$ cat config.mk
export PLATFORM = sky130hd
export DESIGN_NAME = asp_back
export DESIGN_NICKNAME = d
export VERILOG_FILES = /design/src/hdl/asp_pkg.sv /design/src/hdl/asp_back.sv
export SDC_FILE = /design/constraint.sdc
export NUM_CORES = 1
export LEC_CHECK = 0
export BUFFER_PORTS_ARGS = -buffer_cell sky130_fd_sc_hd__buf_4
export CELL_PAD_IN_SITES_DETAIL_PLACEMENT = 0
export CELL_PAD_IN_SITES_GLOBAL_PLACEMENT = 2
export CORE_MARGIN = 4
export CORE_UTILIZATION = 36
export CTS_BUF_LIST = sky130_fd_sc_hd__clkbuf_16
export DETAILED_ROUTE_END_ITERATION = 8
export PLACE_DENSITY_LB_ADDON = 0.1
export SYNTH_ARGS = -nofsm -noshare
export SYNTH_HDL_FRONTEND = slang
export SYNTH_SLANG_ARGS = --single-unit
export TNS_END_PERCENT = 100
$ cat constraint.sdc
create_clock -name clk -period 3.55 [get_ports clk]
set_input_delay 0.1775 -clock clk [delete_from_list [all_inputs] [get_ports clk]]
set_output_delay 0.1775 -clock clk [all_outputs]
set_load 0.05 [all_outputs]
$ cat src/hdl/asp_pkg.sv
package asp_pkg;

    localparam int MAX_POINTS  = 1024;

    localparam int PT_W        = 24;
    localparam int DIR_W       = 18;
    localparam int TOL_W       = 32;
    localparam int PROD_W      = PT_W + DIR_W;
    localparam int SUP_W       = PROD_W + 1;
    localparam int CMP_W       = SUP_W + 2;
    localparam int SUM_W       = PT_W + $clog2(MAX_POINTS);
    localparam int SEEN_W      = $clog2(MAX_POINTS + 2);
    localparam int CNT_OUT_W   = 11;
    localparam int CFG_W       = 32;
    localparam int CFG_IDX_W   = 2;
    localparam int DIV_STEP_W  = $clog2(SUM_W);
    localparam int LANES       = 3;

    localparam int QUEUE_DEPTH = 2;
    localparam int QPTR_W      = (QUEUE_DEPTH > 1) ? $clog2(QUEUE_DEPTH) : 1;
    localparam int QCNT_W      = $clog2(QUEUE_DEPTH + 1);

    typedef enum logic [CFG_IDX_W-1:0] {
        REG_DIR_X         = 2'd0,
        REG_DIR_Y         = 2'd1,
        REG_DIR_Z         = 2'd2,
        REG_TIE_TOLERANCE = 2'd3
    } cfg_reg_t;

    typedef struct packed {
        logic signed [DIR_W-1:0] dir_x;
        logic signed [DIR_W-1:0] dir_y;
        logic signed [DIR_W-1:0] dir_z;
        logic [TOL_W-1:0]        tol;
    } cfg_t;

    // One finished set, handed from the accumulator to the divider.
    typedef struct packed {
        logic signed [SUP_W-1:0] best;
        logic signed [SUM_W-1:0] sum_x;
        logic signed [SUM_W-1:0] sum_y;
        logic signed [SUM_W-1:0] sum_z;
        logic [SEEN_W-1:0]       count;
        logic                    ovf;
    } job_t;

endpackage

$ cat src/hdl/asp_back.sv
module asp_back
    import asp_pkg::*;
(
    input  logic                    clk,
    input  logic                    rst_n,
    input  logic                    q_empty,
    input  job_t                    job,
    output logic                    q_pop,
    output logic                    empty,
    input  logic                    pop,
    output logic signed [SUP_W-1:0] support,
    output logic signed [PT_W-1:0]  avg_x,
    output logic signed [PT_W-1:0]  avg_y,
    output logic signed [PT_W-1:0]  avg_z,
    output logic [CNT_OUT_W-1:0]    tie_count,
    output logic                    overflow
);

    typedef enum logic [1:0] {
        S_IDLE,
        S_DIV,
        S_DONE
    } state_t;

    state_t                  state_reg;
    state_t                  state_next;
    logic [DIV_STEP_W-1:0]   step_reg;
    logic [DIV_STEP_W-1:0]   step_next;
    logic [SEEN_W-1:0]       div_reg;
    logic [SEEN_W-1:0]       div_next;
    logic [SUM_W-1:0]        quo_reg  [LANES];
    logic [SUM_W-1:0]        quo_next [LANES];
    logic [SEEN_W-1:0]       rem_reg  [LANES];
    logic [SEEN_W-1:0]       rem_next [LANES];
    logic                    neg_reg  [LANES];
    logic                    neg_next [LANES];
    logic signed [SUP_W-1:0] best_reg;
    logic signed [SUP_W-1:0] best_next;
    logic                    ovf_reg;
    logic                    ovf_next;

    logic                    out_valid_reg;
    logic                    out_valid_next;
    logic signed [SUP_W-1:0] support_reg;
    logic signed [SUP_W-1:0] support_next;
    logic signed [PT_W-1:0]  avg_reg  [LANES];
    logic signed [PT_W-1:0]  avg_next [LANES];
    logic [CNT_OUT_W-1:0]    tie_reg;
    logic [CNT_OUT_W-1:0]    tie_next;
    logic                    oflow_reg;
    logic                    oflow_next;

    logic signed [SUM_W-1:0]    sum_in  [LANES];
    logic [SEEN_W:0]            shifted [LANES];
    logic [SEEN_W:0]            diff    [LANES];
    logic                       ge      [LANES];
    logic [SUM_W-1:0]           signed_q [LANES];
    logic [SEEN_W+CNT_OUT_W-1:0] cnt_wide;
    logic                       out_free;

    assign sum_in[0] = job.sum_x;
    assign sum_in[1] = job.sum_y;
    assign sum_in[2] = job.sum_z;

    assign q_pop    = (state_reg == S_IDLE) & ~q_empty;
    assign out_free = ~out_valid_reg | pop;
    assign cnt_wide = {{CNT_OUT_W{1'b0}}, div_reg};

    // One quotient bit per lane per cycle, restoring division on magnitudes.
    always_comb
    begin
        for (int i = 0; i < LANES; i++)
        begin
            shifted[i]  = {rem_reg[i], quo_reg[i][SUM_W-1]};
            ge[i]       = shifted[i] >= {1'b0, div_reg};
            diff[i]     = shifted[i] - {1'b0, div_reg};
            signed_q[i] = neg_reg[i] ? (~quo_reg[i] + 1'b1) : quo_reg[i];
        end
    end

    always_comb
    begin
        state_next     = state_reg;
        step_next      = step_reg;
        div_next       = div_reg;
        best_next      = best_reg;
        ovf_next       = ovf_reg;
        out_valid_next = out_valid_reg & ~pop;
        support_next   = support_reg;
        tie_next       = tie_reg;
        oflow_next     = oflow_reg;
        for (int i = 0; i < LANES; i++)
        begin
            quo_next[i] = quo_reg[i];
            rem_next[i] = rem_reg[i];
            neg_next[i] = neg_reg[i];
            avg_next[i] = avg_reg[i];
        end
        unique case (state_reg)
            S_IDLE:
            begin
                if (!q_empty)
                begin
                    for (int i = 0; i < LANES; i++)
                    begin
                        neg_next[i] = sum_in[i][SUM_W-1];
                        quo_next[i] = sum_in[i][SUM_W-1] ? (~sum_in[i] + 1'b1) : sum_in[i];
                        rem_next[i] = '0;
                    end
                    div_next   = job.count;
                    best_next  = job.best;
                    ovf_next   = job.ovf;
                    step_next  = DIV_STEP_W'(SUM_W - 1);
                    state_next = S_DIV;
                end
            end
            S_DIV:
            begin
                for (int i = 0; i < LANES; i++)
                begin
                    rem_next[i] = ge[i] ? diff[i][SEEN_W-1:0] : shifted[i][SEEN_W-1:0];
                    quo_next[i] = {quo_reg[i][SUM_W-2:0], ge[i]};
                end
                if (step_reg == '0)
                begin
                    state_next = S_DONE;
                end
                else
                begin
                    step_next = step_reg - 1'b1;
                end
            end
            S_DONE:
            begin
                if (out_free)
                begin
                    out_valid_next = 1'b1;
                    support_next   = best_reg;
                    tie_next       = cnt_wide[CNT_OUT_W-1:0];
                    oflow_next     = ovf_reg;
                    for (int i = 0; i < LANES; i++)
                    begin
                        avg_next[i] = signed_q[i][PT_W-1:0];
                    end
                    state_next = S_IDLE;
                end
            end
            default:
            begin
                state_next = S_IDLE;
            end
        endcase
    end

    always_ff @(posedge clk or negedge rst_n)
    begin
        if (!rst_n)
        begin
            state_reg     <= S_IDLE;
            step_reg      <= '0;
            div_reg       <= '0;
            best_reg      <= '0;
            ovf_reg       <= 1'b0;
            out_valid_reg <= 1'b0;
            support_reg   <= '0;
            tie_reg       <= '0;
            oflow_reg     <= 1'b0;
            for (int i = 0; i < LANES; i++)
            begin
                quo_reg[i] <= '0;
                rem_reg[i] <= '0;
                neg_reg[i] <= 1'b0;
                avg_reg[i] <= '0;
            end
        end
        else
        begin
            state_reg     <= state_next;
            step_reg      <= step_next;
            div_reg       <= div_next;
            best_reg      <= best_next;
            ovf_reg       <= ovf_next;
            out_valid_reg <= out_valid_next;
            support_reg   <= support_next;
            tie_reg       <= tie_next;
            oflow_reg     <= oflow_next;
            for (int i = 0; i < LANES; i++)
            begin
                quo_reg[i] <= quo_next[i];
                rem_reg[i] <= rem_next[i];
                neg_reg[i] <= neg_next[i];
                avg_reg[i] <= avg_next[i];
            end
        end
    end

    assign empty     = ~out_valid_reg;
    assign support   = support_reg;
    assign avg_x     = avg_reg[0];
    assign avg_y     = avg_reg[1];
    assign avg_z     = avg_reg[2];
    assign tie_count = tie_reg;
    assign overflow  = oflow_reg;

endmodule

==> qor.csv <==
metric,value,unit
antenna_found_initial,4,
fp.dieH,231,um
yosysWarnings,0,
r2r_slack,0.46,ns
first_global_vias,15600,
rows,81,
ir_drop,482,uV
finalSetupTns,0,ns
syn-cell-area,0.0180,mm^2
cts.clk_slew.worst_paths,0.06,ns
internal-power,12500,uW
setup_viol,0,
status,completed,
cts_hold_buffers,158,
crit_path_max_incr_delay,1.00,ns
worst_pin_slew,1.15,ns
crit_path_end_kind,flop,
power_frac_comb,52.7,%
swShare,46.4,%
post_drt_wl_per_cell,18.2,um
cp.arrival,3.47,ns
firstDrtPassIters,5,
io_buffers,289,
final_layout_size_suffix_gt1_share,19.4,%
gr-total-overflow,0,
synth.distinct_cells,71,
die-area,0.0535,mm^2
final_cell_area,0.0236,mm^2
fin_crit_sh,88.0,%
r2r-end,quo_reg[68],
cap_violations,0,
synthTopCellsByCount,"dfrtp_1 (329), nand2_1 (310), o21ai_0 (243), xor2_1 (129), clkbuf_1 (84)",
grt_util_all_layers,20.1,%
yosysTopAreaCell,dfrtp_1,
finalNetCount,2508,
via_per_inst,5.16,
die_w,231,um
synthCells,1895,
dpl.hpwl,37200,um
syn_avg_cell_area,9.48,um^2
p_sw,10800,uW
start_util,36.5,%
post_dp_cell_area,0.0209,mm^2
critical_path_class,in -> reg,
critPathLaunchType,input port,
fin_crit,3.12,ns
hold_depth,3,
tritoncts,built,
cp_cell_sequence,dlygate4sd3_1 -> buf_4 -> or4_4 -> or4_1 -> or3_1 -> o41ai_1,
io_pins,290,
grt_pass1_wl,87700,um
hold_class,in -> reg,
clock_path_buffers,3,
synth_edf_count,0,
vias,15500,
sequentialPowerShare,31.0,%
wirelength,54500,um
grt_max_degree,121,
synth-seq-area-share,45.8,%
hp-start,job[113],
p_clk_share,16.2,%
postCtsSetupBuffers,0,
cts.sinks,329,
p_leak,0.0107,uW
yosysMostFrequentCell,dfrtp_1,
cts_max_level,2,
ys_ff_latch,329,
area_growth,31.6,%
crit_path_max_fanout,10,
fmax,0.320,GHz
largest_register_ffs,102,
yosys-top-cells-area,"dfrtp_1 (46%), o21ai_0 (6.8%), nand2_1 (6.5%), xor2_1 (6.3%), mux2_2 (3.0%)",
drc,0,
final_hold_viol_count,0,
synth_async_sr_flop_share,100,%
cts_resized,0,
critical_path.slowest_cell,o41ai_1,
worstRegToRegCells,9,
grt_setup_unrepaired,no,
min_to,neg_reg[2],
skew,0.0178,ns
cts_root_buf,clkbuf_16,
clk_latency,0.56,ns
slew_headroom,22.1,%
syn_nets,2100,
drtAntennaViolNets,0,
pwr_density_cell,982,mW/mm^2
drt_iter0_drc,793,
reg2reg_from,div_reg[0],
cts_buffers,41,
synth_ff_type,dfrtp_1,
gp_congestion,0.822,
slew_viol_final,0,
power.total,23200,uW
required,3.90,ns
design.core.area,0.0492,mm^2
netlist.area_leader.share,45.8,%
==> routing by layer <==
| layer | GRT usage (%) | vias to the layer above | wire, um |
|---|---|---|---|
| li1 | - | 7592 | - |
| met1 | 27.9 | 7466 | 25100 |
| met2 | 32.1 | 337 | 25400 |
| met3 | 4.31 | 67 | 2880 |
| met4 | 5.02 | 4 | 1010 |
| met5 | 0 | - | 27 |
==> power by group through the flow <==
stage	registers [uW]	clock network, uW	logic [uW]
6_report	7210	3770	12200
5_1_grt	7490	4070	13500
4_1_cts	7220	3910	12400
3_5_place_dp	7260	0	12200
3_3_place_gp	7220	0	12100
2_1_floorplan	9090	0	6650
==> critical path, delay by kind of cell <==
| family | cells | cell delay, ns |
|---|---|---|
| AO/OA/AOI/OAI | 1 | 1.00 |
| buffers and inverters | 2 | 0.70 |
| AND/OR/NAND/NOR | 3 | 1.58 |
==> logic make-up (layout without fill, tap and decap cells) <==
logic type	Yosys count	count (layout)	synth area share, %
simple gates	584	584	15.6
compound gates	531	531	18.6
flops	329	329	45.8
xor+xnor	163	163	7.95
buf+inv	148	585	3.16
mux	96	96	5.68
fa+ha+maj	44	44	3.19
other cells	0	3	0
==> final cells by class <==
type / instances / area (um^2)
antenna: 3 / 7.51
clock buffer: 41 / 1030
clock inverter: 31 / 166
fill: 4802 / 25500
inverter: 41 / 155
multi-input combinational: 1418 / 9190
sequential: 329 / 8230
tap: 664 / 831
timing repair buffer: 472 / 4020
==> worst max path at each step <==
stage                      start     endpoint  slack, ns  cells after the start
global route          div_reg[0]  quo_reg[68]       0.26                      9
global placement         job[55]  quo_reg[67]       0.46                      5
CTS                   div_reg[0]  quo_reg[68]       0.43                      9
finish                   job[55]  quo_reg[67]       0.43                      6
floorplan           quo_reg[101]  quo_reg[68]       0.95                     10
detailed placement       job[55]  quo_reg[67]       0.44                      5
==> metrics by stage <==
step | instances | hold WS (ns) | worst slack [ns] | utilization [%]
finish | 2999 | 0.0358 | 0.427 | 48.1
global route | 2996 | 0.0682 | 0.264 | 48.1
CTS | 2996 | 0.00630 | 0.429 | 48.1
detailed placement | 2766 | 0.261 | 0.444 | 42.4
global placement | 2766 | 0.255 | 0.457 | 42.4
floorplan | 1895 | -0.118 | 0.948 | -
==> placed cells by master (no fill, tap or decap), types with 41 or more instances in the layout <==
| cell type | n |
|---|---|
| dfrtp_1 | 329 |
| nand2_1 | 310 |
| buf_4 | 307 |
| o21ai_0 | 243 |
| dlygate4sd3_1 | 158 |
| xor2_1 | 129 |
| a22oi_1 | 69 |
| a21oi_1 | 55 |
| inv_1 | 50 |
| nand3_1 | 49 |
| mux2_2 | 48 |
| mux2i_1 | 48 |
| nor2_1 | 47 |
| ha_1 | 41 |
| clkbuf_16 | 41 |
No activity file was read; power rests on OpenSTA's default activity.
