## src/hdl/asp_pkg.sv

```systemverilog
package asp_pkg;

    localparam int MAX_POINTS  = 1024;

    localparam int PT_W        = 24;
    localparam int DIR_W       = 18;
    localparam int TOL_W       = 32;
    localparam int PROD_W      = PT_W + DIR_W;
    localparam int SUP_W       = PROD_W + 1;
    localparam int CMP_W       = SUP_W + 2;
    localparam int SUM_W       = PT_W + $clog2(MAX_POINTS);
    localparam int SEEN_W      = $clog2(MAX_POINTS + 2);
    localparam int CNT_OUT_W   = 11;
    localparam int CFG_W       = 32;
    localparam int CFG_IDX_W   = 2;
    localparam int DIV_STEP_W  = $clog2(SUM_W);
    localparam int LANES       = 3;

    localparam int QUEUE_DEPTH = 2;
    localparam int QPTR_W      = (QUEUE_DEPTH > 1) ? $clog2(QUEUE_DEPTH) : 1;
    localparam int QCNT_W      = $clog2(QUEUE_DEPTH + 1);

    typedef enum logic [CFG_IDX_W-1:0] {
        REG_DIR_X         = 2'd0,
        REG_DIR_Y         = 2'd1,
        REG_DIR_Z         = 2'd2,
        REG_TIE_TOLERANCE = 2'd3
    } cfg_reg_t;

    typedef struct packed {
        logic signed [DIR_W-1:0] dir_x;
        logic signed [DIR_W-1:0] dir_y;
        logic signed [DIR_W-1:0] dir_z;
        logic [TOL_W-1:0]        tol;
    } cfg_t;

    // One finished set, handed from the accumulator to the divider.
    typedef struct packed {
        logic signed [SUP_W-1:0] best;
        logic signed [SUM_W-1:0] sum_x;
        logic signed [SUM_W-1:0] sum_y;
        logic signed [SUM_W-1:0] sum_z;
        logic [SEEN_W-1:0]       count;
        logic                    ovf;
    } job_t;

endpackage

```

## src/hdl/asp_front.sv

```systemverilog
module asp_front
    import asp_pkg::*;
(
    input  logic                    clk,
    input  logic                    rst_n,
    input  cfg_t                    cfg,
    input  logic                    push,
    output logic                    full,
    input  logic signed [PT_W-1:0]  pt_x,
    input  logic signed [PT_W-1:0]  pt_y,
    input  logic signed [PT_W-1:0]  pt_z,
    input  logic                    last_point,
    input  logic                    q_full,
    output logic                    job_push,
    output job_t                    job
);

    logic                     a_valid_reg;
    logic                     a_last_reg;
    logic signed [PROD_W-1:0] prod_x_reg;
    logic signed [PROD_W-1:0] prod_y_reg;
    logic signed [PROD_W-1:0] prod_z_reg;
    logic signed [PT_W-1:0]   ax_reg;
    logic signed [PT_W-1:0]   ay_reg;
    logic signed [PT_W-1:0]   az_reg;

    logic                     b_valid_reg;
    logic                     b_last_reg;
    logic signed [SUP_W-1:0]  dot_reg;
    logic signed [PT_W-1:0]   bx_reg;
    logic signed [PT_W-1:0]   by_reg;
    logic signed [PT_W-1:0]   bz_reg;

    logic signed [SUP_W-1:0]  best_reg;
    logic signed [SUP_W-1:0]  best_next;
    logic signed [SUM_W-1:0]  sum_x_reg;
    logic signed [SUM_W-1:0]  sum_x_next;
    logic signed [SUM_W-1:0]  sum_y_reg;
    logic signed [SUM_W-1:0]  sum_y_next;
    logic signed [SUM_W-1:0]  sum_z_reg;
    logic signed [SUM_W-1:0]  sum_z_next;
    logic [SEEN_W-1:0]        tied_reg;
    logic [SEEN_W-1:0]        tied_next;
    logic [SEEN_W-1:0]        seen_reg;
    logic [SEEN_W-1:0]        seen_next;
    logic                     empty_reg;
    logic                     empty_next;

    logic                     stall;
    logic                     accept;
    logic                     step;
    logic                     in_range;
    logic signed [CMP_W-1:0]  s_ext;
    logic signed [CMP_W-1:0]  best_ext;
    logic signed [CMP_W-1:0]  tol_ext;
    logic signed [CMP_W-1:0]  hi;
    logic signed [CMP_W-1:0]  lo;

    // The whole pipeline holds while a finished set cannot enter the queue.
    assign stall  = b_valid_reg & b_last_reg & q_full;
    assign full   = stall;
    assign accept = push & ~stall;
    assign step   = b_valid_reg & ~stall;

    always_ff @(posedge clk or negedge rst_n)
    begin
        if (!rst_n)
        begin
            a_valid_reg <= 1'b0;
            b_valid_reg <= 1'b0;
        end
        else if (!stall)
        begin
            a_valid_reg <= accept;
            b_valid_reg <= a_valid_reg;
        end
    end

    always_ff @(posedge clk)
    begin
        if (!stall)
        begin
            if (accept)
            begin
                prod_x_reg <= pt_x * $signed(cfg.dir_x);
                prod_y_reg <= pt_y * $signed(cfg.dir_y);
                prod_z_reg <= pt_z * $signed(cfg.dir_z);
                ax_reg     <= pt_x;
                ay_reg     <= pt_y;
                az_reg     <= pt_z;
                a_last_reg <= last_point;
            end
            dot_reg    <= SUP_W'(prod_x_reg) + SUP_W'(prod_y_reg) + SUP_W'(prod_z_reg);
            bx_reg     <= ax_reg;
            by_reg     <= ay_reg;
            bz_reg     <= az_reg;
            b_last_reg <= a_last_reg;
        end
    end

    assign s_ext    = CMP_W'(dot_reg);
    assign best_ext = CMP_W'(best_reg);
    assign tol_ext  = $signed(CMP_W'(cfg.tol));
    assign hi       = best_ext + tol_ext;
    assign lo       = best_ext - tol_ext;
    assign in_range = seen_reg < SEEN_W'(MAX_POINTS);

    always_comb
    begin
        best_next  = best_reg;
        sum_x_next = sum_x_reg;
        sum_y_next = sum_y_reg;
        sum_z_next = sum_z_reg;
        tied_next  = tied_reg;
        seen_next  = seen_reg;
        empty_next = empty_reg;
        if (step)
        begin
            if (in_range)
            begin
                seen_next = seen_reg + 1'b1;
                if (empty_reg || (s_ext > hi))
                begin
                    best_next  = dot_reg;
                    sum_x_next = SUM_W'(bx_reg);
                    sum_y_next = SUM_W'(by_reg);
                    sum_z_next = SUM_W'(bz_reg);
                    tied_next  = SEEN_W'(1);
                    empty_next = 1'b0;
                end
                else if (s_ext >= lo)
                begin
                    sum_x_next = sum_x_reg + SUM_W'(bx_reg);
                    sum_y_next = sum_y_reg + SUM_W'(by_reg);
                    sum_z_next = sum_z_reg + SUM_W'(bz_reg);
                    tied_next  = tied_reg + 1'b1;
                end
            end
            else
            begin
                seen_next = SEEN_W'(MAX_POINTS + 1);
            end
        end
    end

    assign job_push  = step & b_last_reg;
    assign job.best  = best_next;
    assign job.sum_x = sum_x_next;
    assign job.sum_y = sum_y_next;
    assign job.sum_z = sum_z_next;
    assign job.count = tied_next;
    assign job.ovf   = seen_next > SEEN_W'(MAX_POINTS);

    always_ff @(posedge clk or negedge rst_n)
    begin
        if (!rst_n)
        begin
            best_reg  <= '0;
            sum_x_reg <= '0;
            sum_y_reg <= '0;
            sum_z_reg <= '0;
            tied_reg  <= '0;
            seen_reg  <= '0;
            empty_reg <= 1'b1;
        end
        else if (job_push)
        begin
            best_reg  <= '0;
            sum_x_reg <= '0;
            sum_y_reg <= '0;
            sum_z_reg <= '0;
            tied_reg  <= '0;
            seen_reg  <= '0;
            empty_reg <= 1'b1;
        end
        else
        begin
            best_reg  <= best_next;
            sum_x_reg <= sum_x_next;
            sum_y_reg <= sum_y_next;
            sum_z_reg <= sum_z_next;
            tied_reg  <= tied_next;
            seen_reg  <= seen_next;
            empty_reg <= empty_next;
        end
    end

endmodule

```

## config.mk

```make
export PLATFORM = sky130hd
export DESIGN_NAME = asp_front
export DESIGN_NICKNAME = d
export VERILOG_FILES = /design/src/hdl/asp_pkg.sv /design/src/hdl/asp_front.sv
export SDC_FILE = /design/constraint.sdc
export NUM_CORES = 2
export LEC_CHECK = 0
export BUFFER_PORTS_ARGS = -buffer_cell sky130_fd_sc_hd__buf_2
export CAP_MARGIN = 40
export CORE_MARGIN = 2
export CORE_UTILIZATION = 60
export CTS_CLUSTER_DIAMETER = 60
export CTS_CLUSTER_SIZE = 8
export DETAILED_ROUTE_END_ITERATION = 6
export PLACE_DENSITY = 0.78
export SLEW_MARGIN = 20
export SYNTH_ARGS = -nofsm -noshare
export SYNTH_HDL_FRONTEND = slang
export SYNTH_SLANG_ARGS = --single-unit
export TNS_END_PERCENT = 10
```

## constraint.sdc

```tcl
create_clock -name clk -period 24 [get_ports clk]
set_input_delay 3.6 -clock clk [delete_from_list [all_inputs] [get_ports clk]]
set_output_delay 3.6 -clock clk [all_outputs]
set_load 0.05 [all_outputs]
```

==> impl.org <==
** CTS
- CTS Hold Buffers Added :: 0
- Cells resized by post-CTS repair :: 0
- TritonCTS built the clock tree.
- Clock latency of the later-clocked register in the worst-skew pair :: approximately 0.65 ns
- The clock passes through at most 3 buffers.
- Post-CTS timing repair inserted 0 buffers for setup.
- The tree built by TritonCTS fans out to 485 sinks.
- H-tree levels :: 3
- Clk root buf :: clkbuf_16
- TritonCTS created 77 clock buffers.
- Clock transition at the registers of the reported paths :: 0.05 ns

** Layout
- Register Area :: 13700 µm²
- Compared with the post-synthesis result, the final layout area differs by 6.98%.
- Area of the multi-input gates :: between 50000 and 60000 µm²
- Layout cells sized above 1 :: 5.89%
- Fill cells in the final layout number 10100.
- Number of nets in the finished design :: 10400

** Die
- Cell row count :: 130
- Height of the die :: roughly 360 µm
- Width of the chip :: around 360 µm
- Core region area :: about 130000 µm²
- The die covers between 100000 and 150000 µm².
- The initial utilization of the core area, before any placement, comes to 60.6%.
- For this design the top-level I/O count stands at between 300 and 400.

** Placed design
- After legalization and detailed placement, the total HPWL measured around 160000 µm.
- Port buffering added 321 buffers.
- Routability cong. :: approximately 1
- Prior to clock tree synthesis, the placed netlist has a worst setup slack of 8.47 ns.

** GRT
- GR Overflow Total :: 0
- In the global route stage, overall resource usage came out at about a third.
- Antenna violations before repair :: 7
- Entering global routing, the biggest net connects 175 pins.
- The via count of the first global-routing pass came to 61900.
- The first global-routing pass estimated 337000 µm of wire.

** STA
- Clock skew on the completed layout was measured at 0.0365 ns.
- For the pin with the worst max-slew slack, the measured transition is 1.02 ns.
- Setup repair after global routing missed its margin :: false
- Setup total negative slack on the finished layout was measured at 0 ns.
- Setup violations remaining at the end of the flow were counted as 0.
- Ratio of final minimum period to clock period :: 64.9%
- Setup slack closes at 8.41 ns.
- The final-report max-slew violation count is 0.
- Peak Freq :: 0.0642 GHz
- Minimum clock period after layout :: 15.59 ns
- Slew headroom :: roughly a third
- The final hold violation count was 0.

** Worst hold path
- The worst hold path belongs to the class flip-flop to flip-flop.

** Drt
- Violation count after the first detailed-route iteration :: 4829
- Iteration count of the initial detailed-routing pass :: 6
- The final route contains roughly 60000 vias.
- ANT nets after route :: 0
- Post-DR wirelength/cell :: 21.1 µm
- Mean number of vias per cell :: 5.86
- For this block, the routed nets add up to 211000 µm of wire.
- After detailed routing, the number of remaining DRC violations is 0.

** Outcome
- The flow ran to the end, and the final reports show no timing, DRC or antenna violations.

** Yosys
- Synthesis handed over a netlist of 8176 instances.
- Main flop type after synthesis :: edfxtp_1
- Yosys mapped a number of flops with a built-in enable equal to 315.
- For this run, asynchronously set or reset flops after synthesis account for 35.1%.
- Proportion of synthesized chip area in sequential cells :: 18.0%
- For this run, the number of Yosys warnings is 0.
- Netlist Area Pre-Place :: 76300 µm²
- Averaged over all synthesized cells, the footprint is 9.33 µm².
- The netlist uses 84 different library cells.
- Post-synthesis sequential element count :: a little under 500
- Total nets after synthesis :: around 10000

** Setup path
- Delay of the slowest cell on the worst path :: around 0.60 ns
- Data on the critical path is required at its endpoint by 20.40 ns.
- Highest-delay cell along the critical path :: buf_4
- WP data arrival :: 11.99 ns
- Critical path startpoint category :: primary input
- The setup path with the least slack is of type primary input to output pin.
- Along the worst path, the maximum fanout reaches 69.
- Crit path capture type :: output pin

** Flow run
- Max-cap violations in this run came to 0.
-- cell families after synthesis --
| family | synth area share [%] |
|---|---|
| AND/OR/NAND/NOR | 14.8 |
| adder cells (fa/ha/maj) | 44.7 |
| buffers and inverters | 9.46 |
| AO/OA/AOI/OAI | 9.22 |
| flip-flops | 18.0 |
| XOR/XNOR | 3.72 |
| multiplexers | 0.0689 |
-- area by class of cell --
| cell class | instances | area share (%) |
|---|---|---|
| flip-flops and latches | 485 | 16.8 |
| inverters | 1589 | 7.31 |
| clock buffers | 120 | 2.61 |
| diodes | 5 | 0.0153 |
| well taps | 1650 | 2.53 |
| clock inverters | 16 | 0.385 |
| repair buffers | 349 | 2.43 |
| multi-input cells | 5781 | 67.9 |
-- worst max-delay path, delay by kind of cell --
kind                     cells  cell delay (ns)
AO/OA/AOI/OAI               12             3.62
AND/OR/NAND/NOR              8             2.14
buffers and inverters        7             1.80
adder cells (fa/ha/maj)      2             0.68
XOR/XNOR                     1             0.08
-- routing by layer --
metal	GRT usage [%]	routed length, µm	share of wire, %
met3	6.24	19000	9.0
met2	54.2	99500	47
met5	0.333	113	0.054
met1	43.5	82200	39
met4	15.0	10300	4.9
-- synthesized netlist by cell type (99+ instances only) --
cell | n | area share (%)
ha_1 | 609 | 10
a21oi_1 | 418 | 2.7
o21ai_0 | 209 | 1.4
fa_1 | 1323 | 35
xor2_1 | 99 | 1.1
edfxtp_1 | 315 | 12
xnor2_1 | 225 | 2.6
clkbuf_1 | 286 | 1.4
nor2_1 | 305 | 1.5
nand2_1 | 1107 | 5.4
a21o_1 | 142 | 1.4
dfrtp_1 | 169 | 5.5
inv_1 | 1587 | 7.8
and2_1 | 554 | 4.5
-- stage by stage --
step	instance area, µm²	hold slack [ns]	std cells	util [%]
6_report	81600	0.396	9995	64.8
5_1_grt	81600	0.408	9993	64.8
4_1_cts	81600	0.395	9988	64.8
3_5_place_dp	79100	0.405	9852	62.8
3_3_place_gp	78900	0.401	9842	62.7
2_1_floorplan	76300	0.400	8176	-
-- path summary, 6_finish.rpt --
| check | cells past startpoint | slack [ns] | from | to |
|---|---|---|---|---|
| setup / recovery | 30 | 8.41 | cfg[2] | job[12] |
| hold reg to reg | 0 | 0.40 | ay_reg[16]$_DFFE_PP_ | by_reg[16]$_DFFE_PN_ |
| hold / removal | 0 | 0.40 | ay_reg[16]$_DFFE_PP_ | by_reg[16]$_DFFE_PN_ |
| min in group asynchronous | 1 | 2.98 | rst_n | best_reg[8]$_DFF_PN0_ |
| setup reg to reg | 28 | 15.42 | best_reg[2]$_DFF_PN0_ | sum_z_reg[0]$_DFF_PN0_ |
| max in group asynchronous | 3 | 19.89 | rst_n | sum_z_reg[24]$_DFF_PN0_ |
-- cell usage in the layout (no fill, tap or decap), types with 94 or more instances in the layout --
cell and n:
ha_1 609, nor2_1 303, nand2_1 1105, buf_2 321, xor2_1 99, edfxtp_1 315, o21ai_0 209, a21oi_1 418
inv_1 1586, dfrtp_1 169, xnor2_1 225, a21o_1 142, fa_1 1323, nand3_1 94, and2_1 553
Power is not shown: default switching activity piles up to over one toggle a cycle in this logic, so the estimate is an artifact.
