## src/hdl/asp_pkg.sv

```systemverilog
package asp_pkg;

    localparam int MAX_POINTS  = 1024;

    localparam int PT_W        = 24;
    localparam int DIR_W       = 18;
    localparam int TOL_W       = 32;
    localparam int PROD_W      = PT_W + DIR_W;
    localparam int SUP_W       = PROD_W + 1;
    localparam int CMP_W       = SUP_W + 2;
    localparam int SUM_W       = PT_W + $clog2(MAX_POINTS);
    localparam int SEEN_W      = $clog2(MAX_POINTS + 2);
    localparam int CNT_OUT_W   = 11;
    localparam int CFG_W       = 32;
    localparam int CFG_IDX_W   = 2;
    localparam int DIV_STEP_W  = $clog2(SUM_W);
    localparam int LANES       = 3;

    localparam int QUEUE_DEPTH = 2;
    localparam int QPTR_W      = (QUEUE_DEPTH > 1) ? $clog2(QUEUE_DEPTH) : 1;
    localparam int QCNT_W      = $clog2(QUEUE_DEPTH + 1);

    typedef enum logic [CFG_IDX_W-1:0] {
        REG_DIR_X         = 2'd0,
        REG_DIR_Y         = 2'd1,
        REG_DIR_Z         = 2'd2,
        REG_TIE_TOLERANCE = 2'd3
    } cfg_reg_t;

    typedef struct packed {
        logic signed [DIR_W-1:0] dir_x;
        logic signed [DIR_W-1:0] dir_y;
        logic signed [DIR_W-1:0] dir_z;
        logic [TOL_W-1:0]        tol;
    } cfg_t;

    // One finished set, handed from the accumulator to the divider.
    typedef struct packed {
        logic signed [SUP_W-1:0] best;
        logic signed [SUM_W-1:0] sum_x;
        logic signed [SUM_W-1:0] sum_y;
        logic signed [SUM_W-1:0] sum_z;
        logic [SEEN_W-1:0]       count;
        logic                    ovf;
    } job_t;

endpackage

```

## src/hdl/asp_queue.sv

```systemverilog
module asp_queue
    import asp_pkg::*;
(
    input  logic clk,
    input  logic rst_n,
    input  logic push,
    input  job_t wr_job,
    output logic full,
    input  logic pop,
    output job_t rd_job,
    output logic empty
);

    job_t              entry_reg [QUEUE_DEPTH];
    logic [QPTR_W-1:0] wr_ptr_reg;
    logic [QPTR_W-1:0] wr_ptr_next;
    logic [QPTR_W-1:0] rd_ptr_reg;
    logic [QPTR_W-1:0] rd_ptr_next;
    logic [QCNT_W-1:0] count_reg;
    logic [QCNT_W-1:0] count_next;
    logic              do_push;
    logic              do_pop;

    assign full    = count_reg == QCNT_W'(QUEUE_DEPTH);
    assign empty   = count_reg == '0;
    assign do_push = push & ~full;
    assign do_pop  = pop & ~empty;
    assign rd_job  = entry_reg[rd_ptr_reg];

    always_comb
    begin
        wr_ptr_next = wr_ptr_reg;
        rd_ptr_next = rd_ptr_reg;
        count_next  = count_reg;
        if (do_push)
        begin
            wr_ptr_next = (wr_ptr_reg == QPTR_W'(QUEUE_DEPTH - 1)) ? '0 : wr_ptr_reg + 1'b1;
        end
        if (do_pop)
        begin
            rd_ptr_next = (rd_ptr_reg == QPTR_W'(QUEUE_DEPTH - 1)) ? '0 : rd_ptr_reg + 1'b1;
        end
        if (do_push && !do_pop)
        begin
            count_next = count_reg + 1'b1;
        end
        else if (do_pop && !do_push)
        begin
            count_next = count_reg - 1'b1;
        end
    end

    always_ff @(posedge clk or negedge rst_n)
    begin
        if (!rst_n)
        begin
            wr_ptr_reg <= '0;
            rd_ptr_reg <= '0;
            count_reg  <= '0;
        end
        else
        begin
            wr_ptr_reg <= wr_ptr_next;
            rd_ptr_reg <= rd_ptr_next;
            count_reg  <= count_next;
        end
    end

    always_ff @(posedge clk)
    begin
        if (do_push)
        begin
            entry_reg[wr_ptr_reg] <= wr_job;
        end
    end

endmodule

```

## config.mk

```make
export PLATFORM = sky130hd
export DESIGN_NAME = asp_queue
export DESIGN_NICKNAME = d
export VERILOG_FILES = /design/src/hdl/asp_pkg.sv /design/src/hdl/asp_queue.sv
export SDC_FILE = /design/constraint.sdc
export NUM_CORES = 1
export LEC_CHECK = 0
export BUFFER_PORTS_ARGS = -buffer_cell sky130_fd_sc_hd__buf_2
export CORE_AREA = 2 2 176 178
export DETAILED_ROUTE_END_ITERATION = 10
export DIE_AREA = 0 0 178 180
export GPL_TIMING_DRIVEN = 0
export PLACE_DENSITY_LB_ADDON = 0.12
export SYNTH_ARGS = -nofsm -noshare
export SYNTH_HDL_FRONTEND = slang
export SYNTH_SLANG_ARGS = --single-unit
export TNS_END_PERCENT = 5
```

## constraint.sdc

```tcl
create_clock -name clk -period 22.6 [get_ports clk]
set_input_delay 1.13 -clock clk [delete_from_list [all_inputs] [get_ports clk]]
set_output_delay 1.13 -clock clk [all_outputs]
set_load 0.1 [all_outputs]
```

==> results of run 1 <==
[cell usage after synthesis]
cell | n | share of area, %
edfxtp_1 | 314 | 79
mux2_4 | 101 | 13
mux2_2 | 56 | 5.3
buf_6 | 14 | 1.3
dfrtp_1 | 4 | 0.84
buf_2 | 3 | 0.13
nor2_1 | 3 | 0.094
xnor2_1 | 3 | 0.22
inv_1 | 2 | 0.063
xor2_1 | 2 | 0.15
and3_1 | 1 | 0.052
buf_8 | 1 | 0.13
ha_1 | 1 | 0.10
nand2_1 | 1 | 0.031
nand2b_1 | 1 | 0.052
o21ai_0 | 1 | 0.042
[routing by layer]
layer  up-vias  routed length [um]  GRT usage, %
met4         8                 354          4.10
met3        36                2140          5.31
li1       2751                   -             -
met5         -                  55             0
met2       208               12300          25.8
met1      2928                8720          15.9
[per-stage QoR]
| stage | std cells | utilization, % |
|---|---|---|
| 2_1_floorplan | 508 | - |
| 3_3_place_gp | 1223 | 46.5 |
| 3_5_place_dp | 1230 | 47.1 |
| 4_1_cts | 1289 | 50.7 |
| 5_1_grt | 1290 | 50.7 |
| 6_report | 1290 | 50.7 |
[worst min path at each step]
| stage | from | endpoint | slack, ns | cells after the start |
|---|---|---|---|---|
| after floorplan | wr_ptr_reg | wr_ptr_reg | 0.46 | 1 |
| after global placement | wr_ptr_reg | wr_ptr_reg | 0.48 | 1 |
| after detailed placement | count_reg[1] | count_reg[1] | 0.52 | 1 |
| after CTS | rst_n | count_reg[1] | 0.41 | 1 |
| after global routing | rst_n | wr_ptr_reg | 0.42 | 1 |
| final | rst_n | count_reg[1] | 0.43 | 1 |
[layout make-up]
| type | count | area [sq um] | share of cell area [%] |
|---|---|---|---|
| Clock inverter | 15 | 119 | 0.777 |
| Clock buffer | 44 | 952 | 6.23 |
| Inverter | 2 | 7.51 | 0.0491 |
| Buffer | 18 | 188 | 1.23 |
| Multi-Input combinational cell | 170 | 2250 | 14.7 |
| Timing Repair Buffer | 326 | 1750 | 11.5 |
| Sequential cell | 318 | 9530 | 62.3 |
| Tap cell | 396 | 495 | 3.24 |
| Antenna cell | 1 | 2.50 | 0.0164 |
[cells by family (layout without fill, tap and decap cells)]
kind of cell               after synthesis  in the layout  synth area share, %
DFF                                    318            318                 79.7
muxes                                  157            157                 18.0
buffers and inverters                   20            405                 1.63
and+or+nand+nor                          6              6                0.230
xor gates and xnor gates                 5              5                0.366
adders and majority gates                1              1                0.105
AOI/OAI and AO/OA                        1              1               0.0418
other                                    0              1                    0
==> summary.txt, run 1 <==
Yosys cell types: 16
Fillers: 2,542
Critical Path End Type: primary output
core area: 0.0302 sq mm
Routed WL per cell: 18.3 um
total I/O pin count: 320
Die H: 180 um
Clock H-tree levels: 2
die width: 178 um
worst path bufs/invs: 4
worst setup path endpoint: rd_job[104]
RSZ-0062 raised after global routing: false
Area after DPL: 0.0142 sq mm
CP most frequent cell: buf_6
RR Endpoint: entry_reg[0][60]
GP Congestion: 0.711
initial core utilization: 39.6%
Post-Route WL: 23,600 um
Total GRT Usage: 14.4%
Max Slew Vio Count: 0
Slew HR: 56.3%
reg2reg start: count_reg[0]
Tightest Hold Check Type: input port to asynchronous set/reset pin
cts bufs inserted: 35
Max FO, Critical Path: 10
CTS max path bufs: 3
Total Neg Setup Slack: 0 ns
syn avg cell area: 23.5 sq um
mapped cell area: 0.0120 sq mm
CP Depth: 5
setup ws final: 19.51 ns
Sink Count: 318
Reg clk slew, reported paths: 0.06 ns
die footprint: 0.0320 sq mm
Worst R2R Path Depth: 6
initial antenna violation count: 5
Antenna Nets Post-Route: 0
post-synth net total: 670
WP data required: 21.47 ns
Final nets: 1,033
vias in the first global route: 6,390
Final Hold Fails: 0
DR vias/cell: 4.60
worst-skew pair later-pin latency: 0.50 ns
minimum clock period: 3.09 ns
Setup CP Type: flop to primary output
Final Setup Violations: 0
detailed placement HPWL: 16,500 um
post-CTS setup buffers: 0
worst-path cell chain: buf_6, buf_8, buf_6, mux2_4, buf_2
Finished Cell Area: 0.0153 sq mm
port bufs: 319
measured slew at the worst slew-check pin: 0.656 ns
CP max-delay cell: buf_2
CTS tree: yes
startpoint types: flop
sequential fraction of the synthesis area: 79.7%
vias: 5,931
flop-to-flop setup slack: 20.29 ns
largest net degree at the start of global routing: 60
Root Driver: clkbuf_16
commonest non-fill, non-tap cell in the layout: buf_2
crit share post-route: 13.7%
Critical Path AT: 1.96 ns
Max Cap Viol: 0
Area Overhead vs Synth: 27.9%
Synth Instances: 508
dpl ws: 19.61 ns
critical path's top delay family: buffers and inverters
max reg flops: 314
outcome: finished, final reports clean
most frequent cells in the layout: 322 x buf_2, 314 x edfxtp_1, 101 x mux2_4
DRC: 0
CP max stage delay: 0.43 ns
post-CTS sizing: 0
number of synthesis warnings: 0
GRT overflow: 0
share of layout cells above drive strength 1: 61.4%
Final Skew: 0.00951 ns
DRT iter0 DRCs: 271
#FFs+latches synth: 318
FMAX: 323 MHz
global-route wire length before repair: 35,300 um
row count: 64
Hold WS: 0.434 ns
first drt pass iteration count: 4
crit path launch: rd_ptr_reg
CTS Hold Bufs: 0
Power of run 1 is not shown: default switching activity piles up to over one toggle a cycle in this logic, so the estimate is an artifact.
==> inputs of run 2 (changes only) <==
clock period = 2.7 ns   (was 22.6 ns; I/O delays follow)
==> run 2 against run 1 <==
Net effect:
- final area is 10% higher
- global-route usage is 0.97 points higher
- routed wire length is 6.6% higher
- worst hold slack worse by 0.070 ns
- critical path type is now flop to flop
- critical endpoint is now entry_reg[0][7]
- largest cell class unchanged
==> summary.txt, run 2 (synthesis gave the netlist of run 1 again) <==
dpl ws: 0.437 ns (-19.17 ns)
setup ws final: 0.460 ns (-19.05 ns)
hold path cells: 2
die footprint: 0.0320 sq mm (unchanged)
Post-Route WL: 25,100 um (+6.6%)
Worst R2R Path Depth: 5 (-1)
Reg clk slew, reported paths: 0.06 ns (about the same)
RR Endpoint: entry_reg[0][7]
cts bufs inserted: 35 (unchanged)
DR vias/cell: 4.50 (-2.1%)
startpoint types: flop
Critical Path AT: 2.42 ns (+0.46 ns)
Total GRT Usage: 15.4% (+0.97 points)
post-CTS sizing: 0 (unchanged)
Root Driver: clkbuf_16
CP max-delay cell: nor2_4
Clock H-tree levels: 2 (unchanged)
Slew HR: 32.7% (-24 points)
FF+latch area: 0.00953 sq mm (unchanged)
GP Congestion: 0.732 (+3.0%)
Final nets: 1,194 (+16%)
outcome: finished, final reports clean
largest net degree at the start of global routing: 65 (+8.3%)
measured slew at the worst slew-check pin: 1.01 ns (+0.354 ns)
share of layout cells above drive strength 1: 52.1% (-9.3 points)
Setup CP Type: flop to flop
initial core utilization: 39.6% (unchanged)
Sink Count: 318 (unchanged)
critical path's top delay family: simple AND/OR/NAND/NOR gates
total I/O pin count: 320 (unchanged)
Multi-input gate area: 0.00226 sq mm (+0.67%)
vias: 6,528 (+10%)
worst-path cell chain: nand2b_4, nand2_4, nor2_4, buf_12, buf_12
Hold Startpoint: wr_job[35]
CTS tree: yes
core area: 0.0302 sq mm (unchanged)
Non-Filler Instances: 1,451 (+12%)
CTS max path bufs: 3 (unchanged)
RSZ-0062 raised after global routing: false
initial antenna violation count: 1 (-4)
max reg flops: 314 (unchanged)
Max Slew Vio Count: 0 (unchanged)
die width: 178 um (unchanged)
worst-skew pair later-pin latency: 0.49 ns (about the same)
most frequent cells in the layout: 322 x buf_2, 314 x edfxtp_1, 161 x dlygate4sd3_1
Final Setup Violations: 0 (unchanged)
CP most frequent cell: buf_12
minimum clock period: 2.24 ns
Total Neg Setup Slack: 0 ns (unchanged)
reg2reg start: count_reg[0]
Critical Path End Type: flop
worst path bufs/invs: 2 (-2)
Max Cap Viol: 0 (unchanged)
WHS Endpoint: entry_reg[0][35]
Final Hold Fails: 0 (unchanged)
CP max stage delay: 0.66 ns (+0.23 ns)
Area Overhead vs Synth: 41.0%
first drt pass iteration count: 4 (unchanged)
WP data required: 2.88 ns (-18.59 ns)
port bufs: 319 (unchanged)
placed cells: 1,230 (unchanged)
Routed WL per cell: 17.3 um (-5.2%)
crit share post-route: 82.9%
DRT iter0 DRCs: 237 (-13%)
Max FO, Critical Path: 33 (+23)
flop-to-flop setup slack: 0.46 ns (-19.83 ns)
GRT overflow: 0 (unchanged)
Final Skew: 0.00653 ns (-0.00298 ns)
commonest non-fill, non-tap cell in the layout: buf_2
vias in the first global route: 7,171 (+12%)
global-route wire length before repair: 38,200 um (+8.3%)
FMAX: 447 MHz
Die H: 180 um (unchanged)
Antenna Nets Post-Route: 0 (unchanged)
row count: 64 (unchanged)
Fillers: 2,394 (-5.8%)
Tightest Hold Check Type: input port to flop
DRC: 0 (unchanged)
detailed placement HPWL: 16,400 um (-0.11%)
fin util: 55.9% (+5.2 points)
-- run 2: layout make-up --
cell class | instances | share of cell area, %
Clock buffer | 46 | 5.69
Antenna cell | 1 | 0.0148
Clock inverter | 13 | 0.341
Sequential cell | 318 | 56.5
Timing Repair Buffer | 487 | 19.9
Multi-Input combinational cell | 170 | 13.4
Buffer | 18 | 1.11
Inverter | 2 | 0.0445
Tap cell | 396 | 2.94
-- run 2: how the worst max path moves through the flow --
| stage | startpoint | endpoint | slack (ns) | cells past startpoint |
|---|---|---|---|---|
| after floorplan | count_reg[0] | entry_reg[0][0] | -0.66 | 3 |
| after global placement | count_reg[0] | entry_reg[0][17] | -1.90 | 3 |
| after detailed placement | count_reg[0] | entry_reg[0][5] | 0.44 | 5 |
| after CTS | count_reg[0] | entry_reg[0][5] | 0.43 | 5 |
| after global routing | count_reg[0] | entry_reg[0][11] | 0.30 | 5 |
| final | count_reg[0] | entry_reg[0][7] | 0.46 | 5 |
-- run 2: worst register-to-register path, cell delays in order (launching register included) --
cell and delay [ns]:
dfrtp_1 0.43, nand2b_4 0.19, nand2_4 0.07, nor2_4 0.66, buf_12 0.30, buf_12 0.25
-- run 2: stage by stage --
step	hold slack, ns	area (sq um)
floorplan	-0.161	12000
global placement	-0.0594	14100
detailed placement	-0.0472	14200
CTS	0.338	16900
global route	0.348	16900
finish	0.364	16900
-- run 2: layer usage --
layer	share of wire, %	vias to the layer above	track usage [%]
met5	0	-	0
met4	2.0	0	4.16
met3	8.7	41	5.31
met2	50	231	26.9
met1	40	3182	17.8
li1	-	3074	-
-- run 2: repair_timing --
action,in CTS,in global routing
hold buffers,161,0
setup buffers,0,0
endpoints found under the hold margin,320,0
Power of run 2 is left out for the same reason.
==> inputs of run 3 (changes only) <==
clock period = 2.15 ns   (was 2.7 ns; I/O delays follow)
==> run 3 against run 2 <==
Net effect:
- first-iteration DRC count grew 0.42%
- critical path depth did not move
- sequential share of layout area fell by 0.13 points
- final area grew 0.23%
- sequential cell count stayed put
==> summary.txt, run 3 (synthesis gave the netlist of run 1 again) <==
outcome: finished, final reports clean
Die H: 180 um (unchanged)
worst-skew pair later-pin latency: 0.49 ns (about the same)
post-CTS setup buffers: 0 (unchanged)
RSZ-0062 raised after global routing: false
Max Cap Viol: 0 (unchanged)
port bufs: 319 (unchanged)
row count: 64 (unchanged)
minimum clock period: 2.08 ns
most frequent cells in the layout: 314 x edfxtp_1, 312 x buf_2, 161 x dlygate4sd3_1
Clock H-tree levels: 2 (unchanged)
largest net degree at the start of global routing: 65 (unchanged)
WP data required: 2.04 ns (-0.84 ns)
die width: 178 um (unchanged)
measured slew at the worst slew-check pin: 0.790 ns (-0.220 ns)
detailed placement HPWL: 16,400 um (unchanged)
initial antenna violation count: 1 (unchanged)
Max Slew Vio Count: 0 (unchanged)
Final nets: 1,196 (+0.17%)
GP Congestion: 0.732 (unchanged)
WL met1: 10,100 um (+1.1%)
placed cells: 1,230 (unchanged)
Final Skew: 0.00773 ns (+0.00120 ns)
max reg flops: 314 (unchanged)
startpoint types: flop
first drt pass iteration count: 4 (unchanged)
GRT overflow: 0 (unchanged)
Area Overhead vs Synth: 41.3%
Post-Route WL: 25,400 um (+1.0%)
Root Driver: clkbuf_16
Critical Path End Type: primary output
fin util: 56.0% (+0.13 points)
Total GRT Usage: 15.5% (+0.078 points)
vias in the first global route: 7,176 (+0.070%)
Final Setup Violations: 0 (unchanged)
DRT iter0 DRCs: 238 (+0.42%)
vias: 6,516 (-0.18%)
Hold WS: 0.338 ns (-0.0255 ns)
CTS max path bufs: 3 (unchanged)
die footprint: 0.0320 sq mm (unchanged)
DRC: 0 (unchanged)
Non-Filler Instances: 1,453 (+0.14%)
highest metal used: met4
Setup CP Type: flop to primary output
Max FO, Critical Path: 10 (-70%)
Reg clk slew, reported paths: 0.06 ns (about the same)
Routed WL per cell: 17.5 um (+0.89%)
FMAX: 481 MHz
global-route wire length before repair: 38,400 um (+0.45%)
Slew HR: 47.3% (+15 points)
Antenna Nets Post-Route: 0 (unchanged)
CTS tree: yes
crit share post-route: 96.8%
Tightest Hold Check Type: input port to flop
initial core utilization: 39.6% (unchanged)
core area: 0.0302 sq mm (unchanged)
total I/O pin count: 320 (unchanged)
cts bufs inserted: 35 (unchanged)
Final Hold Fails: 0 (unchanged)
dpl ws: -0.113 ns (-0.550 ns)
Critical Path AT: 1.97 ns (-0.45 ns)
routed length on met2: 12,800 um (+2.0%)
commonest non-fill, non-tap cell in the layout: edfxtp_1
share of layout cells above drive strength 1: 52.2% (+0.091 points)
Sink Count: 318 (unchanged)
metal3 WL: 2150 um (-1.6%)
setup ws final: 0.0698 ns (-0.391 ns)
DR vias/cell: 4.48 (-0.32%)
## run 3: cell types whose count changed in the layout (fill, tap and decap cells not counted)
cell      change
buf_2        -10
clkbuf_4     +10
and3_2        +1
nor2_2        +1
## run 3: layout make-up
cell class | count | area, sq um
diodes | 1 | 2.50
plain buffers | 18 | 188
clock buffers | 46 | 960
clock inverters | 13 | 57.6
fillers | 2388 | 13300
inverters | 2 | 7.51
multi-input cells | 172 | 2280
flip-flops and latches | 318 | 9530
well taps | 396 | 495
repair buffers | 487 | 3390
## run 3: stage by stage
step | setup TNS, ns | cell area [sq um]
after floorplan | -317.57 | 12000
after global placement | -669.16 | 14100
after detailed placement | -13.44 | 14200
after CTS | -5.89 | 16900
after global routing | 0 | 16900
final | 0 | 16900
## run 3: final timing paths
path	from	cells after the start	end	slack, ns
setup / recovery	rd_ptr_reg	5	rd_job[103]	0.07
hold / removal	wr_job[35]	2	entry_reg[0][35]	0.34
setup reg to reg	count_reg[0]	5	entry_reg[0][7]	0.15
hold reg to reg	count_reg[1]	1	count_reg[1]	0.58
max in group asynchronous	rst_n	3	rd_ptr_reg	1.44
min in group asynchronous	rst_n	3	count_reg[0]	0.54
## run 3: critical path, stage by stage (launching register included)
cell     delay, ns
dfrtp_1       0.34
buf_6         0.12
buf_8         0.19
buf_6         0.21
mux2_4        0.32
buf_2         0.30
## run 3: per-layer routing
metal	global-route usage [%]	up-vias
li1	-	3078
met1	17.9	3182
met2	27.1	222
met3	5.31	34
met4	4.16	0
met5	0	-
## run 3: what timing repair did
item	CTS	global route
setup endpoints to repair	175	105
hold buffers	161	0
cloned	1	1
resized for setup	0	10
pin swaps	2	0
hold endpoints to repair	320	0
Power of run 3 is left out for the same reason.
